$ cat config.mk
export PLATFORM = sky130hd
export DESIGN_NAME = xml_entity_unescape_unit
export DESIGN_NICKNAME = d
export VERILOG_FILES = /design/src/sv/xeu_pkg.sv /design/src/sv/xeu_front.sv /design/src/sv/xeu_queue.sv /design/src/sv/xeu_back.sv /design/src/sv/xml_entity_unescape_unit.sv
export SDC_FILE = /design/constraint.sdc
export NUM_CORES = 1
export LEC_CHECK = 0
export ABC_CLOCK_PERIOD_IN_PS = 3200
export BUFFER_PORTS_ARGS = -buffer_cell sky130_fd_sc_hd__clkbuf_2
export CELL_PAD_IN_SITES_DETAIL_PLACEMENT = 2
export CELL_PAD_IN_SITES_GLOBAL_PLACEMENT = 2
export CORE_UTILIZATION = 35
export DETAILED_ROUTE_END_ITERATION = 10
export PLACE_DENSITY_LB_ADDON = 0.1
export RECOVER_POWER = 25
export SLEW_MARGIN = 0
export SYNTH_ARGS = -nofsm -noshare
export SYNTH_HDL_FRONTEND = slang
export SYNTH_SLANG_ARGS = --single-unit
$ cat constraint.sdc
create_clock -name clk -period 3.2 [get_ports clk]
set_clock_uncertainty 0.1 [all_clocks]
set_input_delay 0.8 -clock clk [delete_from_list [all_inputs] [get_ports clk]]
set_output_delay 0.8 -clock clk [all_outputs]
set_load 0.03 [all_outputs]
$ cat src/sv/xeu_pkg.sv
package xeu_pkg;

    // characters of interest
    localparam logic [7:0] CH_AMP   = 8'h26;
    localparam logic [7:0] CH_SEMI  = 8'h3B;
    localparam logic [7:0] CH_LT    = 8'h3C;
    localparam logic [7:0] CH_GT    = 8'h3E;
    localparam logic [7:0] CH_QUOT  = 8'h22;
    localparam logic [7:0] CH_APOS  = 8'h27;
    localparam logic [7:0] CH_L     = 8'h6C;
    localparam logic [7:0] CH_T     = 8'h74;
    localparam logic [7:0] CH_A     = 8'h61;
    localparam logic [7:0] CH_M     = 8'h6D;
    localparam logic [7:0] CH_P     = 8'h70;
    localparam logic [7:0] CH_O     = 8'h6F;
    localparam logic [7:0] CH_S     = 8'h73;
    localparam logic [7:0] CH_G     = 8'h67;
    localparam logic [7:0] CH_Q     = 8'h71;
    localparam logic [7:0] CH_U     = 8'h75;

    // trie positions, named by the prefix held
    localparam logic [3:0] ST_IDLE = 4'd0;
    localparam logic [3:0] ST_AMP  = 4'd1;
    localparam logic [3:0] ST_L    = 4'd2;
    localparam logic [3:0] ST_LT   = 4'd3;
    localparam logic [3:0] ST_A    = 4'd4;
    localparam logic [3:0] ST_AM   = 4'd5;
    localparam logic [3:0] ST_AMP2 = 4'd6;
    localparam logic [3:0] ST_AP   = 4'd7;
    localparam logic [3:0] ST_APO  = 4'd8;
    localparam logic [3:0] ST_APOS = 4'd9;
    localparam logic [3:0] ST_G    = 4'd10;
    localparam logic [3:0] ST_GT   = 4'd11;
    localparam logic [3:0] ST_Q    = 4'd12;
    localparam logic [3:0] ST_QU   = 4'd13;
    localparam logic [3:0] ST_QUO  = 4'd14;
    localparam logic [3:0] ST_QUOT = 4'd15;

    typedef struct packed {
        logic [7:0] char_in;
        logic       end_of_string;
    } in_beat_t;

    typedef struct packed {
        logic [7:0] char_out;
        logic       last_out;
    } out_beat_t;

    // work for the back end: replay a held prefix, then an optional tail byte
    typedef struct packed {
        logic [3:0] flush_st;
        logic       tail_vld;
        logic [7:0] tail_char;
        logic       last;
    } job_t;

    // number of bytes held in a trie position
    function automatic logic [2:0] held_len(input logic [3:0] st);
        logic [2:0] len;
        unique case (st)
            ST_IDLE:                          len = 3'd0;
            ST_AMP:                           len = 3'd1;
            ST_L, ST_A, ST_G, ST_Q:           len = 3'd2;
            ST_LT, ST_AM, ST_AP, ST_GT, ST_QU: len = 3'd3;
            ST_AMP2, ST_APO, ST_QUO:          len = 3'd4;
            ST_APOS, ST_QUOT:                 len = 3'd5;
            default:                          len = 3'd0;
        endcase
        return len;
    endfunction

    // held prefix text, first byte in the top slot
    function automatic logic [39:0] held_text(input logic [3:0] st);
        logic [39:0] txt;
        unique case (st)
            ST_AMP:  txt = {CH_AMP, 32'h0};
            ST_L:    txt = {CH_AMP, CH_L, 24'h0};
            ST_LT:   txt = {CH_AMP, CH_L, CH_T, 16'h0};
            ST_A:    txt = {CH_AMP, CH_A, 24'h0};
            ST_AM:   txt = {CH_AMP, CH_A, CH_M, 16'h0};
            ST_AMP2: txt = {CH_AMP, CH_A, CH_M, CH_P, 8'h0};
            ST_AP:   txt = {CH_AMP, CH_A, CH_P, 16'h0};
            ST_APO:  txt = {CH_AMP, CH_A, CH_P, CH_O, 8'h0};
            ST_APOS: txt = {CH_AMP, CH_A, CH_P, CH_O, CH_S};
            ST_G:    txt = {CH_AMP, CH_G, 24'h0};
            ST_GT:   txt = {CH_AMP, CH_G, CH_T, 16'h0};
            ST_Q:    txt = {CH_AMP, CH_Q, 24'h0};
            ST_QU:   txt = {CH_AMP, CH_Q, CH_U, 16'h0};
            ST_QUO:  txt = {CH_AMP, CH_Q, CH_U, CH_O, 8'h0};
            ST_QUOT: txt = {CH_AMP, CH_Q, CH_U, CH_O, CH_T};
            default: txt = 40'h0;
        endcase
        return txt;
    endfunction

    // one byte of a held prefix
    function automatic logic [7:0] held_char(input logic [3:0] st, input logic [2:0] idx);
        logic [39:0] txt;
        logic [7:0]  ch;
        txt = held_text(st);
        unique case (idx)
            3'd0:    ch = txt[39:32];
            3'd1:    ch = txt[31:24];
            3'd2:    ch = txt[23:16];
            3'd3:    ch = txt[15:8];
            3'd4:    ch = txt[7:0];
            default: ch = 8'h00;
        endcase
        return ch;
    endfunction

    // character produced by a closing semicolon, zero if the prefix is not complete
    function automatic logic [7:0] done_char(input logic [3:0] st);
        logic [7:0] ch;
        unique case (st)
            ST_LT:   ch = CH_LT;
            ST_AMP2: ch = CH_AMP;
            ST_APOS: ch = CH_APOS;
            ST_GT:   ch = CH_GT;
            ST_QUOT: ch = CH_QUOT;
            default: ch = 8'h00;
        endcase
        return ch;
    endfunction

    // next trie position, idle when the byte breaks the match
    function automatic logic [3:0] advance(input logic [3:0] st, input logic [7:0] c);
        logic [3:0] nx;
        nx = ST_IDLE;
        unique case (st)
            ST_AMP:
            begin
                if (c == CH_L)      nx = ST_L;
                else if (c == CH_A) nx = ST_A;
                else if (c == CH_G) nx = ST_G;
                else if (c == CH_Q) nx = ST_Q;
            end
            ST_L:   if (c == CH_T) nx = ST_LT;
            ST_A:
            begin
                if (c == CH_M)      nx = ST_AM;
                else if (c == CH_P) nx = ST_AP;
            end
            ST_AM:  if (c == CH_P) nx = ST_AMP2;
            ST_AP:  if (c == CH_O) nx = ST_APO;
            ST_APO: if (c == CH_S) nx = ST_APOS;
            ST_G:   if (c == CH_T) nx = ST_GT;
            ST_Q:   if (c == CH_U) nx = ST_QU;
            ST_QU:  if (c == CH_O) nx = ST_QUO;
            ST_QUO: if (c == CH_T) nx = ST_QUOT;
            default: nx = ST_IDLE;
        endcase
        return nx;
    endfunction

endpackage

$ cat src/sv/xeu_front.sv
module xeu_front
    import xeu_pkg::*;
(
    input  logic     clk,
    input  logic     rst_n,
    input  logic     in_valid,
    output logic     in_ready,
    input  in_beat_t in_data,
    output logic     job_valid,
    input  logic     job_ready,
    output job_t     job
);

    logic [3:0] state_reg;
    logic [3:0] state_next;
    logic       take;

    assign in_ready = job_ready;
    assign take     = in_valid && in_ready;

    // classify the byte against the held prefix
    always_comb
    begin
        logic [3:0] nx;
        logic       fresh;
        nx         = advance(state_reg, in_data.char_in);
        fresh      = 1'b1;
        state_next = state_reg;
        job.flush_st  = ST_IDLE;
        job.tail_vld  = 1'b0;
        job.tail_char = in_data.char_in;
        job.last      = in_data.end_of_string;

        if (state_reg != ST_IDLE)
        begin
            fresh = 1'b0;
            if (in_data.char_in == CH_SEMI && done_char(state_reg) != 8'h00)
            begin
                job.tail_vld  = 1'b1;
                job.tail_char = done_char(state_reg);
                state_next    = ST_IDLE;
            end
            else if (nx != ST_IDLE)
            begin
                state_next = nx;
            end
            else
            begin
                job.flush_st = state_reg;
                state_next   = ST_IDLE;
                fresh        = 1'b1;
            end
        end

        if (fresh)
        begin
            if (in_data.char_in == CH_AMP)
                state_next = ST_AMP;
            else
                job.tail_vld = 1'b1;
        end

        // end of string flushes whatever prefix is still held
        if (in_data.end_of_string && state_next != ST_IDLE)
        begin
            if (job.flush_st == ST_IDLE)
            begin
                job.flush_st = state_next;
            end
            else
            begin
                job.tail_vld  = 1'b1;
                job.tail_char = CH_AMP;
            end
            state_next = ST_IDLE;
        end
    end

    assign job_valid = in_valid && (job.flush_st != ST_IDLE || job.tail_vld);

    // trie position
    always_ff @(posedge clk or negedge rst_n)
    begin
        if (!rst_n)
            state_reg <= ST_IDLE;
        else if (take)
            state_reg <= state_next;
    end

    a_end_to_idle: assert property (@(posedge clk) disable iff (!rst_n)
        (take && in_data.end_of_string) |=> (state_reg == ST_IDLE))
        else $error("prefix still held after end of string");

endmodule

$ cat src/sv/xeu_queue.sv
module xeu_queue
    import xeu_pkg::*;
#(
    parameter int DEPTH = 2
)
(
    input  logic clk,
    input  logic rst_n,
    input  logic wr_valid,
    output logic wr_ready,
    input  job_t wr_job,
    output logic rd_valid,
    input  logic rd_ready,
    output job_t rd_job
);

    localparam int AW = (DEPTH > 1) ? $clog2(DEPTH) : 1;
    localparam int CW = $clog2(DEPTH + 1);

    job_t            slot_reg [DEPTH];
    logic [AW-1:0]   wr_ptr_reg;
    logic [AW-1:0]   rd_ptr_reg;
    logic [CW-1:0]   count_reg;
    logic            push;
    logic            pop;

    assign wr_ready = (count_reg != CW'(DEPTH));
    assign rd_valid = (count_reg != '0);
    assign rd_job   = slot_reg[rd_ptr_reg];
    assign push     = wr_valid && wr_ready;
    assign pop      = rd_valid && rd_ready;

    // storage
    always_ff @(posedge clk)
    begin
        if (push)
            slot_reg[wr_ptr_reg] <= wr_job;
    end

    // pointers and fill count
    always_ff @(posedge clk or negedge rst_n)
    begin
        if (!rst_n)
        begin
            wr_ptr_reg <= '0;
            rd_ptr_reg <= '0;
            count_reg  <= '0;
        end
        else
        begin
            if (push)
                wr_ptr_reg <= (wr_ptr_reg == AW'(DEPTH - 1)) ? '0 : wr_ptr_reg + 1'b1;
            if (pop)
                rd_ptr_reg <= (rd_ptr_reg == AW'(DEPTH - 1)) ? '0 : rd_ptr_reg + 1'b1;
            if (push && !pop)
                count_reg <= count_reg + 1'b1;
            else if (pop && !push)
                count_reg <= count_reg - 1'b1;
        end
    end

    a_count_bound: assert property (@(posedge clk) disable iff (!rst_n)
        count_reg <= CW'(DEPTH))
        else $error("queue fill count beyond depth");

endmodule

$ cat src/sv/xeu_back.sv
module xeu_back
    import xeu_pkg::*;
(
    input  logic      clk,
    input  logic      rst_n,
    input  logic      job_valid,
    output logic      job_ready,
    input  job_t      job,
    output logic      out_valid,
    input  logic      out_ready,
    output out_beat_t out_data
);

    logic [2:0] idx_reg;
    logic [2:0] len;
    logic       final_byte;
    logic       step;
    logic [7:0] cur_char;
    logic       out_valid_reg;
    out_beat_t  out_data_reg;

    // pick the byte at the current replay position
    assign len        = held_len(job.flush_st);
    assign cur_char   = (idx_reg < len) ? held_char(job.flush_st, idx_reg) : job.tail_char;
    assign final_byte = job.tail_vld ? (idx_reg == len)
                                     : ({1'b0, idx_reg} + 4'd1 == {1'b0, len});
    assign step       = job_valid && (!out_valid_reg || out_ready);
    assign job_ready  = step && final_byte;

    // replay position within the job
    always_ff @(posedge clk or negedge rst_n)
    begin
        if (!rst_n)
            idx_reg <= '0;
        else if (step)
            idx_reg <= final_byte ? 3'd0 : idx_reg + 3'd1;
    end

    // output register
    always_ff @(posedge clk or negedge rst_n)
    begin
        if (!rst_n)
            out_valid_reg <= 1'b0;
        else if (step)
            out_valid_reg <= 1'b1;
        else if (out_ready)
            out_valid_reg <= 1'b0;
    end

    always_ff @(posedge clk)
    begin
        if (step)
        begin
            out_data_reg.char_out <= cur_char;
            out_data_reg.last_out <= job.last && final_byte;
        end
    end

    assign out_valid = out_valid_reg;
    assign out_data  = out_data_reg;

    a_idx_in_job: assert property (@(posedge clk) disable iff (!rst_n)
        job_valid |-> (idx_reg <= len))
        else $error("replay position past end of job");

    a_idx_idle: assert property (@(posedge clk) disable iff (!rst_n)
        !job_valid |-> (idx_reg == 3'd0))
        else $error("replay position not cleared between jobs");

endmodule

$ cat src/sv/xml_entity_unescape_unit.sv
// xml entity unescape unit
// in channel (in_valid/in_ready/in_data) takes one escaped byte per beat with an
// end-of-string flag; out channel (out_valid/out_ready/out_data) gives unescaped
// bytes, last_out set on the final byte of each string.
// the front end walks the entity trie and turns each byte into a job: a held
// prefix to replay plus an optional tail byte. a small queue (QUEUE_DEPTH jobs)
// parts it from the back end, which emits one byte per cycle into an output
// register while the receiver is ready.
// throughput: one input byte per cycle while each byte gives at most one output
// byte and out_ready stays high; a broken match yields up to 6 output bytes.
// a job goes into the queue, then its bytes into the output register.
// reset clears the trie position, the queue and the output valid; nothing held.
// when the receiver stalls the output register holds, the queue fills, and
// in_ready drops once the queue is full.
module xml_entity_unescape_unit
    import xeu_pkg::*;
#(
    parameter int QUEUE_DEPTH = 2
)
(
    input  logic      clk,
    input  logic      rst_n,
    input  logic      in_valid,
    output logic      in_ready,
    input  in_beat_t  in_data,
    output logic      out_valid,
    input  logic      out_ready,
    output out_beat_t out_data
);

    logic job_in_valid;
    logic job_in_ready;
    job_t job_in;
    logic job_out_valid;
    logic job_out_ready;
    job_t job_out;

    xeu_front u_front (
        .clk       (clk),
        .rst_n     (rst_n),
        .in_valid  (in_valid),
        .in_ready  (in_ready),
        .in_data   (in_data),
        .job_valid (job_in_valid),
        .job_ready (job_in_ready),
        .job       (job_in)
    );

    xeu_queue #(
        .DEPTH (QUEUE_DEPTH)
    ) u_queue (
        .clk      (clk),
        .rst_n    (rst_n),
        .wr_valid (job_in_valid),
        .wr_ready (job_in_ready),
        .wr_job   (job_in),
        .rd_valid (job_out_valid),
        .rd_ready (job_out_ready),
        .rd_job   (job_out)
    );

    xeu_back u_back (
        .clk       (clk),
        .rst_n     (rst_n),
        .job_valid (job_out_valid),
        .job_ready (job_out_ready),
        .job       (job_out),
        .out_valid (out_valid),
        .out_ready (out_ready),
        .out_data  (out_data)
    );

endmodule
# Yosys cells after proc, flatten, opt, wreduce, memory -nomap -nowiden
# Memory sizes are Yosys's and may differ from the RTL's.
# Cells that the tools add are included.
[totals]
reg_bits = 21
ramBits = 28
rom_bits = 512
input_bits = 13
out_inout_bits = 11
memories = 3
[mem_list]
columns = ["memory", "depth", "width", "read_ports", "rd_ports_with_merged_regs", "wr", "line_no", "source"]
rows = [
  ["(name not given)", 16, 29, 1, 0, 0, "xeu_pkg.sv:75", "unique case (st)"],
  ["(name not given)", 16, 3, 1, 0, 0, "xeu_pkg.sv:60", "unique case (st)"],
  ["u_queue.slot_reg", 2, 14, 1, 0, 1, "xeu_queue.sv:20", "job_t slot_reg [DEPTH];"],
]
[op_classes]
n_addsub = 6
order_cmp = 1
n_eq_ne = 34
n_mux = 47
n_reduce_logical = 26
[op_table]
columns = ["op", "count"]
rows = [
  ["equality test 8 x 7 -> 1 bit (second input constant)", 10],
  ["two-way mux 4 bit", 20],
  ["one-hot mux 4 bit (10 select lines)", 1],
  ["one-hot mux 8 bit (5 select lines)", 1],
  ["equality test 4 bit (second input constant)", 8],
  ["one-hot mux 6 bit (5 select lines)", 1],
  ["two-way mux 13 bit", 2],
  ["two-way mux 9 bit", 2],
  ["equality test 4 x 3 -> 1 bit (second input constant)", 4],
  ["equality test 8 x 6 -> 1 bit (second input constant)", 2],
  ["two-way mux 8 bit", 2],
  ["nonzero test 4 bit", 4],
  ["two-way mux 1 bit", 12],
  ["logical AND 1 bit", 11],
  ["two-way mux 3 bit", 3],
  ["equality test 4 x 2 -> 1 bit (second input constant)", 2],
  ["nonzero test 8 bit", 1],
  ["equality test 3 x 2 -> 1 bit (second input constant)", 2],
  ["two-way mux 2 bit", 3],
  ["nonzero test 2 bit", 3],
  ["adder 3 x 1 -> 4 bit (second input constant)", 1],
  ["equality test 4 x 1 -> 1 bit (second input constant)", 1],
  ["equality test 4 x 3 -> 1 bit", 1],
  ["zero test 4 bit", 1],
  ["12 further kinds", 16],
]

# Longest topological paths before layout
# Gate-level depths: netlist of run 1.
[depth]
depth_word = 23
mapped_depth = 15
depth_no_buf = 13

# Cells and area by module
# From an unflattened synthesis of run 1, not the netlist that was laid out.
[hier_totals]
cells_unflattened = 308
area_unflattened_um2 = 3359.5
[by_module_without_submodules]
columns = ["module", "instances", "cells_per_inst", "area_per_inst_um2", "seq_area_each_um2"]
rows = [
  ["xeu_queue", 1, 62, 1270.0, 940.9],
  ["xeu_back", 1, 124, 1164.9, 370.4],
  ["xeu_front", 1, 122, 924.6, 100.1],
]

# Worst setup path before layout of run 1
# No wires, ideal clock.
[synth_path]
kind = "register to register"
startpoint = "register u_queue.rd_ptr_reg"
endpoint = "register u_back.out_data_reg (netlist bit u_back.out_data[1]), data pin"
setup_time_ns = 0.155
t_arrival_ns = 3.203
setup_slack_ns = -0.258
path_stages_with_launch = 12
n_path_buf = 2
period_less_slack_ns = 3.458
cell_sequence = "dfrtp_1 clkbuf_1 clkbuf_1 mux2i_1 ha_1 mux2i_1 mux2i_1 ha_1 a21o_1 a21oi_1 o41ai_1 o22ai_1"
[synth_between]
elab_chain_len = 4
elab_cells_between_ends = 6
cone_classes = "order compare (1); mux (2); memory (3)"
[synth_rtl]
columns = ["item", "line_no", "source"]
rows = [
  ["start: declaration", "xeu_queue.sv:22", "logic [AW-1:0] rd_ptr_reg;"],
  ["start signal: assignment", "xeu_queue.sv:54", "rd_ptr_reg <= (rd_ptr_reg == AW'(DEPTH - 1)) ? '0 : rd_ptr_reg + 1'b1;"],
  ["memory (2 x 14 bit) *", "--", ""],
  ["memory (16 x 3 bit) / memory (16 x 29 bit) (equally long branches)", "--", ""],
  ["< comparator 3 bit / one-hot mux 8 bit (5 select lines) (equally long branches)", "xeu_back.sv:24, xeu_pkg.sv:101", ""],
  ["two-way mux 8 bit *", "xeu_back.sv:24", "assign cur_char = (idx_reg < len) ? held_char(job.flush_st, idx_reg) : job.tail_char;"],
  ["via u_back.cur_char[0]", "xeu_back.sv:18", "logic [7:0] cur_char;"],
  ["end: declaration", "xeu_back.sv:20", "out_beat_t out_data_reg;"],
]
# The timed path passes the listed nets; every way through them passes the cells marked *.
# A chain may end at the register's enable or synchronous reset.

# Worst setup path in the final report of run 1
[layout_path]
startpoint = "input in_data[1] (netlist name)"
endpoint = "memory u_queue.slot_reg[0][8] (netlist name) (enable)"
[layout_between]
elab_chain_len = 21
elab_cells_between_ends = 55
cone_classes = "eq/ne (12); mux (34); reduce/logical (9)"
[layout_rtl]
columns = ["item", "line_no", "source"]
rows = [
  ["start: declaration", "xml_entity_unescape_unit.sv:25", "input in_beat_t in_data,"],
  ["equality test 8 x 7 -> 1 bit", "xeu_pkg.sv:136", "else if (c == CH_Q) nx = ST_Q;"],
  ["two-way mux 4 bit", "xeu_pkg.sv:136", ""],
  ["two-way mux 4 bit", "xeu_pkg.sv:135", "else if (c == CH_G) nx = ST_G;"],
  ["two-way mux 4 bit", "xeu_pkg.sv:134", "else if (c == CH_A) nx = ST_A;"],
  ["two-way mux 4 bit", "xeu_pkg.sv:133", "if (c == CH_L) nx = ST_L;"],
  ["one-hot mux 4 bit (10 select lines)", "xeu_pkg.sv:130", "unique case (st)"],
  ["nonzero test 4 bit", "xeu_front.sv:43", "else if (nx != ST_IDLE)"],
  ["two-way mux 4 bit", "xeu_front.sv:43", ""],
  ["(+6 left out)", "--", ""],
  ["two-way mux 13 bit *", "xeu_front.sv:64", "if (in_data.end_of_string && state_next != ST_IDLE)"],
  ["nonzero test 4 bit", "xeu_front.sv:79", "assign job_valid = in_valid && (job.flush_st != ST_IDLE || job.tail_vld);"],
  ["logical OR 1 bit *", "xeu_front.sv:79", ""],
  ["logical AND 1 bit *", "xeu_front.sv:79", ""],
  ["logical AND 1 bit *", "xeu_queue.sv:30", "assign push = wr_valid && wr_ready;"],
  ["via u_queue.push", "xeu_queue.sv:24", "logic push;"],
  ["two-way mux 1 bit *", "xeu_queue.sv:36", "if (push)"],
  ["two-way mux 1 bit (not written as such) *", "xeu_queue.sv:37", "slot_reg[wr_ptr_reg] <= wr_job;"],
  ["end: declaration", "xeu_queue.sv:20", ""],
]
# Marks and branches as above.

==> summary.md, run 1 <==
| Metric | Value |
|---|---|
| Commonest cells post-synth | edfxtp_1 (37), nand2_1 (24), nor2_1 (19), o21ai_0 (18), ha_1 (17) |
| Final Max Slew Viols | 0 |
| Vias | 2813 |
| Clk buf depth | 2 |
| Period utilization | 1.039 |
| Drt wl/cell | 20.45 um |
| Minimum clock period after layout | 3.324 ns |
| Worst path max stage delay | 0.41 ns |
| Root buffer cell | clkbuf_8 |
| Top cell by count, worst path | buf_4 |
| Cell Count, Final, Fillers Out | 503 |
| Slowest-stage cell, CP | nor4b_1 |
| #FFs+latches synth | 49 |
| Worst setup SP type | input port |
| Total I/O pin count | 24 |
| Clk sink count | 49 |
| Worst-margin pin slew | 1.224 ns |
| Hold Slack | 0.4251 ns |
| Antenna violations before repair | 0 |
| Vias/cell | 5.592 |
| Max reg flops | 28 |
| Die ar. | 0.009458 mm2 |
| Ys async rst share | 0.2449 |
| Share of layout cells above drive strength 1 | 0.3316 |
| Max Fanout on Critical Path | 14 |
| Worst Setup SP | in_data[1] |
| Cells along the critical path | clkbuf_2 -> buf_4 -> nor4bb_1 -> a31oi_1 -> o41ai_1 -> nor4_1 -> nor4b_1 -> o41a_1 -> buf_4 -> nor2b_4 |
| Crit path DAT | 3.18 ns |
| CP required | 3.05 ns |
| Height of the die | 97.25 um |
| Maximum vdd drop | 0.0002446 V |
| Final Hold Fails | 0 |
| Setup TNS Final | -1.614 ns |
| First-pass GRT wire length | 15.99 mm |
| CTS tree | done |
| HPWL after DPL | 7.817 mm |
| # diodes | 0 |
| Drt drc | 0 |
| Clk Latency, worst-skew pair | 0.30 ns |
| Total CTS buffers | 5 |
| Post-route setup slack | -0.1243 ns |
| Synth-to-layout area growth | 27.97% |
| P_leak | 0.001695 uW |
| Failing checks | setup timing |
| Synth Flop Type | edfxtp_1 |
| H-tree lvl count | 2 |
| CP endpoint | u_queue.slot_reg[0][8]$_DFFE_PP_ |
| Synth Cell Area | 0.003176 mm2 |
| Post-synth top area cell | edfxtp_1 |
| RSZ-0062 raised after global routing | yes |
| Power Dens Cells | 766.8 mW/mm2 |
| Initial Util | 0.3624 |
| Row count | 34 |
| GRT Total Usage | 0.2147 |
| Nets | 424 |
| # setup viols final | 14 |
| Mapped Cells | 313 |
| RR Startpoint | u_front.state_reg[1]$_DFFE_PN0P_ |
| Post-DRT Antenna Nets | 0 |
| Slew headroom | 0.1734 |
| First-pass DRT Iterations | 4 |
| Reg2Reg Depth | 9 |
| Register area share after synthesis | 0.4444 |
| Vias in the first global route | 3046 |
| Post-synth EDFFs | 37 |
| Syn_area_per_cell | 10.15 um2 |
| DRT iter0 DRCs | 109 |
| Mapped Nets | 343 |
| Max Cap Viol | 0 |
| Gr ovfl total | 0 |
| Tightest Hold Check Type | in2async |
| Post-synth cell types | 57 |
| Setup slack on the worst flop-to-flop path | -0.02 ns |
| Largest net degree at the start of global routing | 17 |
| Cells after DPL | 489 |
| Core area | 0.008763 mm2 |
| Synth area leaders | edfxtp_1 (35%), dfrtp_1 (9.5%), ha_1 (6.7%) |
| Hold_buf cts | 0 |
| YS warnings | 0 |
| Clk slew on worst S/H paths | 0.09 ns |
| GPL Wtd Cong | 0.8322 |
| Fmax | 0.3008 GHz |
| IO buf count | 23 |
| Most common cell in the synthesized netlist | edfxtp_1 |
| Chip width | 97.25 um |
| Crit path kind | in2reg |
| Crit Reg-Reg Endpoint | u_queue.slot_reg[0][8]$_DFFE_PP_ |
| Setup crit end kind | register |
| Status | finished, violations left |
| Post-Route WL | 10.29 mm |
| Synth top area share | 0.3499 |
## what timing repair did
item / CTS / global route
gates resized for setup: 2 / 19
setup endpoints to repair: 15 / 5
pin swaps: 0 / 8
gates cloned: 0 / 0
buffers inserted: 0 / 6
## layout make-up
| type | instances | area (um2) |
|---|---|---|
| Tap cell | 108 | 135.1 |
| Inverter | 13 | 48.80 |
| Clock inverter | 2 | 15.01 |
| Multi-Input combinational cell | 231 | 1713 |
| Timing Repair Buffer | 94 | 665.6 |
| Clock buffer | 6 | 72.57 |
| Fill cell | 949 | 4700 |
| Sequential cell | 49 | 1414 |
## worst max-delay path: cells and delay by family
kind / cells / cell delay (ns)
buffers and inverters: 3 / 0.48
and+or+nand+nor: 4 / 1.23
AOI/OAI and AO/OA: 3 / 0.65
## layout by cell type (no fill, tap or decap), types with 11 or more instances in the layout
cell      Yosys  routed
mux2i_1      15      14
edfxtp_1     37      37
clkbuf_2      0      21
nand2_1      24      24
o21ai_0      18      18
nor2_1       19      19
inv_1        11      11
ha_1         17      16
buf_4         0      70
nand3_1      11      11
## cells by family after synthesis
family,share of synthesized area
AOI/OAI and AO/OA,0.1434
xor gates and xnor gates,0.02482
adders and majority gates,0.06698
buffers and inverters,0.04137
DFF,0.4444
muxes,0.05792
and+or+nand+nor,0.2210
## metal layers
layer | vias to the layer above | GRT usage | part of all wire
met5 | - | 0 | 0
met4 | 0 | 0.07353 | 0.026
met3 | 25 | 0.02302 | 0.017
met2 | 38 | 0.3987 | 0.54
met1 | 1414 | 0.2563 | 0.42
li1 | 1336 | - | -
## per-stage QoR
step	setup slack, ns	power (uW)	area, um2	util
2_1_floorplan	-0.02262	2148	3184	-
4_1_cts	-0.004885	3127	3948	0.4505
3_3_place_gp	-0.2812	2650	3850	0.4393
3_5_place_dp	-0.3503	2751	3850	0.4393
6_report	-0.1243	3116	4064	0.4637
5_1_grt	-0.2235	3344	4064	0.4637
## where the power goes
group | leakage, uW | internal (uW) | switching (uW)
Combinational | 0.00116 | 666 | 1030
Clock | 0.0000374 | 154 | 210
Sequential | 0.000494 | 947 | 114
Total | 0.00170 | 1770 | 1350
## worst min path at each step
stage / from / to / slack (ns) / depth (start not counted)
finish: rst_n / u_back.idx_reg[2]$_DFFE_PN0P_ / 0.43 / 1
global route: rst_n / u_back.idx_reg[2]$_DFFE_PN0P_ / 0.45 / 1
CTS: rst_n / u_queue.rd_ptr_reg$_DFFE_PN0P_ / 0.29 / 1
detailed placement: u_back.out_valid$_DFFE_PN0P_ / u_back.out_valid$_DFFE_PN0P_ / 0.39 / 2
global placement: u_back.out_valid$_DFFE_PN0P_ / u_back.out_valid$_DFFE_PN0P_ / 0.38 / 2
floorplan: u_queue.wr_ptr_reg$_DFFE_PN0P_ / u_queue.wr_ptr_reg$_DFFE_PN0P_ / 0.37 / 1
Note: power is estimated with default switching activity, not from simulation.
==> run 2: changes to the inputs <==
CELL_PAD_IN_SITES_DETAIL_PLACEMENT = 0   (was 2)
CELL_PAD_IN_SITES_GLOBAL_PLACEMENT = 1   (was 2)
CORE_UTILIZATION = 43   (was 35)
==> summary.md, run 2 (synthesis results as in run 1) <==
| Metric | Value |
|---|---|
| Status | complete, no violations (was finished, violations left) |
| Fmax | 0.3197 GHz (was 0.3008 GHz) |
| Most frequent cells in the layout | buf_4 (57), edfxtp_1 (37), nand2_1 (24) (was buf_4 (70), edfxtp_1 (37), nand2_1 (24)) |
| CP endpoint | u_queue.count_reg[1]$_DFFE_PN0P_ (was u_queue.slot_reg[0][8]$_DFFE_PP_) |
| Crit path kind | in2reg (unchanged) |
| Root buffer cell | clkbuf_8 (unchanged) |
| Crit path DAT | 3.26 ns (was 3.18 ns) |
| Total CTS buffers | 5 (unchanged) |
| Power Dens Cells | 798.7 mW/mm2 (was 766.8 mW/mm2) |
| Max Cap Viol | 0 (unchanged) |
| Initial Util | 0.4573 (was 0.3624) |
| # setup viols final | 0 (was 14) |
| Share of layout cells above drive strength 1 | 0.2798 (was 0.3316) |
| Nets | 415 (was 424) |
| CP required | 3.33 ns (was 3.05 ns) |
| Synth-to-layout area growth | 24.51% (was 27.97%) |
| Max reg flops | 28 (unchanged) |
| Worst-margin pin slew | 1.183 ns (was 1.224 ns) |
| Height of the die | 87.94 um (was 97.25 um) |
| Final Max Slew Viols | 0 (unchanged) |
| First-pass DRT Iterations | 4 (unchanged) |
| Reg2Reg Depth | 14 (was 9) |
| Period utilization | 0.9775 (was 1.039) |
| Highest Signal Layer | met4 (unchanged) |
| H-tree lvl count | 2 (unchanged) |
| Final design area excluding fillers | 0.003954 mm2 (was 0.004064 mm2) |
| GPL Wtd Cong | 0.8789 (was 0.8322) |
| Filler instances | 624 (was 949) |
| Post-Route WL | 6.965 mm (was 10.29 mm) |
| Clk buf depth | 2 (unchanged) |
| # diodes | 0 (unchanged) |
| Clk sink count | 49 (unchanged) |
| Post-DRT Antenna Nets | 0 (unchanged) |
| Clk slew on worst S/H paths | 0.09 ns (about the same) |
| Core area | 0.006944 mm2 (was 0.008763 mm2) |
| RR Startpoint | u_queue.rd_ptr_reg$_DFFE_PN0P_ (was u_front.state_reg[1]$_DFFE_PN0P_) |
| Area of the multi-input gates | 0.001657 mm2 (was 0.001713 mm2) |
| Vias | 2614 (was 2813) |
| Final Hold Fails | 0 (unchanged) |
| Worst Setup SP | in_data[8] (was in_data[1]) |
| GRT Total Usage | 0.1964 (was 0.2147) |
| Crit Reg-Reg Endpoint | u_queue.count_reg[1]$_DFFE_PN0P_ (was u_queue.slot_reg[0][8]$_DFFE_PP_) |
| IO buf count | 23 (unchanged) |
| Met2 WL | 3.463 mm (was 5.508 mm) |
| Vias in the first global route | 2564 (was 3046) |
| Minimum clock period after layout | 3.128 ns (was 3.324 ns) |
| Vias/cell | 5.423 (was 5.592) |
| Met3 wire length | 241 um (was 179 um) |
| Slew headroom | 0.2013 (was 0.1734) |
| Area after DPL | 0.003782 mm2 (was 0.003850 mm2) |
| Metal-1 WL | 3.054 mm (was 4.334 mm) |
| Largest net degree at the start of global routing | 17 (unchanged) |
| Drt drc | 0 (unchanged) |
| Gr ovfl total | 0 (unchanged) |
| Setup crit end kind | register (unchanged) |
| HPWL after DPL | 5.519 mm (was 7.817 mm) |
| Antenna violations before repair | 0 (unchanged) |
| Setup slack on the worst flop-to-flop path | 0.19 ns (was -0.02 ns) |
| Row count | 30 (was 34) |
| Commonest non-fill, non-tap cell in the layout | buf_4 (unchanged) |
| Clk Latency, worst-skew pair | 0.31 ns (was 0.30 ns) |
| Maximum vdd drop | 0.0002859 V (was 0.0002446 V) |
| Worst setup SP type | input port (unchanged) |
| Chip width | 87.94 um (was 97.25 um) |
| Hold Slack | 0.3969 ns (was 0.4251 ns) |
| DRT iter0 DRCs | 106 (was 109) |
| Cell Count, Final, Fillers Out | 482 (was 503) |
| CTS tree | done (unchanged) |
| Total area of sequential cells | 0.001411 mm2 (was 0.001414 mm2) |
| Drt wl/cell | 14.45 um (was 20.45 um) |
| Max Fanout on Critical Path | 5 (was 14) |
| Cells after DPL | 470 (was 489) |
| Total I/O pin count | 24 (unchanged) |
| Die ar. | 0.007733 mm2 (was 0.009458 mm2) |
| Setup TNS Final | 0 ns (was -1.614 ns) |
| Tightest Hold Check Type | in2async (unchanged) |
| P_leak | 0.001655 uW (was 0.001695 uW) |
| First-pass GRT wire length | 11.58 mm (was 15.99 mm) |
==> run 2: cell count changes in the layout (fill, tap and decap cells not counted), sizes merged <==
cell	previous run	this run
inv	13	14
bufinv	0	2
buf	72	58
clkinvlp	2	0
clkbuf	28	32
==> run 2: worst min path at each step <==
| stage | slack (ns) | cells past startpoint | to | from |
|---|---|---|---|---|
| global route | 0.45 | 1 | u_queue.count_reg[1]$_DFFE_PN0P_ | u_queue.count_reg[1]$_DFFE_PN0P_ |
| floorplan | 0.37 | 1 | u_queue.wr_ptr_reg$_DFFE_PN0P_ | u_queue.wr_ptr_reg$_DFFE_PN0P_ |
| detailed placement | 0.38 | 2 | u_back.out_valid$_DFFE_PN0P_ | u_back.out_valid$_DFFE_PN0P_ |
| CTS | 0.28 | 1 | u_queue.wr_ptr_reg$_DFFE_PN0P_ | rst_n |
| global placement | 0.37 | 2 | u_back.out_valid$_DFFE_PN0P_ | u_back.out_valid$_DFFE_PN0P_ |
| finish | 0.40 | 1 | u_queue.wr_ptr_reg$_DFFE_PN0P_ | rst_n |
==> run 2: final cells by class <==
cell class                 instances  area share
tap                               96     0.03038
clock buffer                       5     0.01741
multi-input combinational        231      0.4190
timing repair buffer              85      0.1465
inverter                          13     0.01234
clock inverter                     3     0.01741
sequential                        49      0.3570
==> run 2: routing by layer <==
layer / vias up / track usage
met1: 1208 / 0.2383
met5: - / 0
li1: 1322 / -
met4: 0 / 0.09687
met2: 67 / 0.3411
met3: 17 / 0.02828
==> run 2: power by group <==
part / leakage [uW] / switching, uW / internal, uW
registers: 0.000497 / 94.8 / 945
logic: 0.00109 / 949 / 644
clock network: 0.0000687 / 210 / 314
total: 0.00165 / 1250 / 1900
==> run 2: critical path, stage by stage <==
cell and delay, ns:
clkbuf_2 0.10, nand3b_4 0.15, or4_4 0.56, or3_4 0.40, nand4_4 0.12, nor3_1 0.07, o41a_1 0.43, ha_1 0.21
xor2_1 0.14, nor2_1 0.11, xor2_1 0.16
==> run 2: repair_timing <==
item / 4_1_cts / 5_1_grt
hold buffers: 0 / 0
hold endpoints to repair: 0 / 0
gates resized for setup: 0 / 4
buffers inserted: 0 / 4
endpoints found under the setup margin: 0 / 15
==> run 2: per-stage QoR <==
stage | worst slack [ns] | power (uW) | utilization
global placement | -0.2633 | 2601 | 0.5447
detailed placement | -0.2565 | 2618 | 0.5447
global route | -0.005405 | 3389 | 0.5694
CTS | 0.04346 | 3148 | 0.5645
finish | 0.07189 | 3158 | 0.5694
floorplan | -0.02262 | 2148 | -
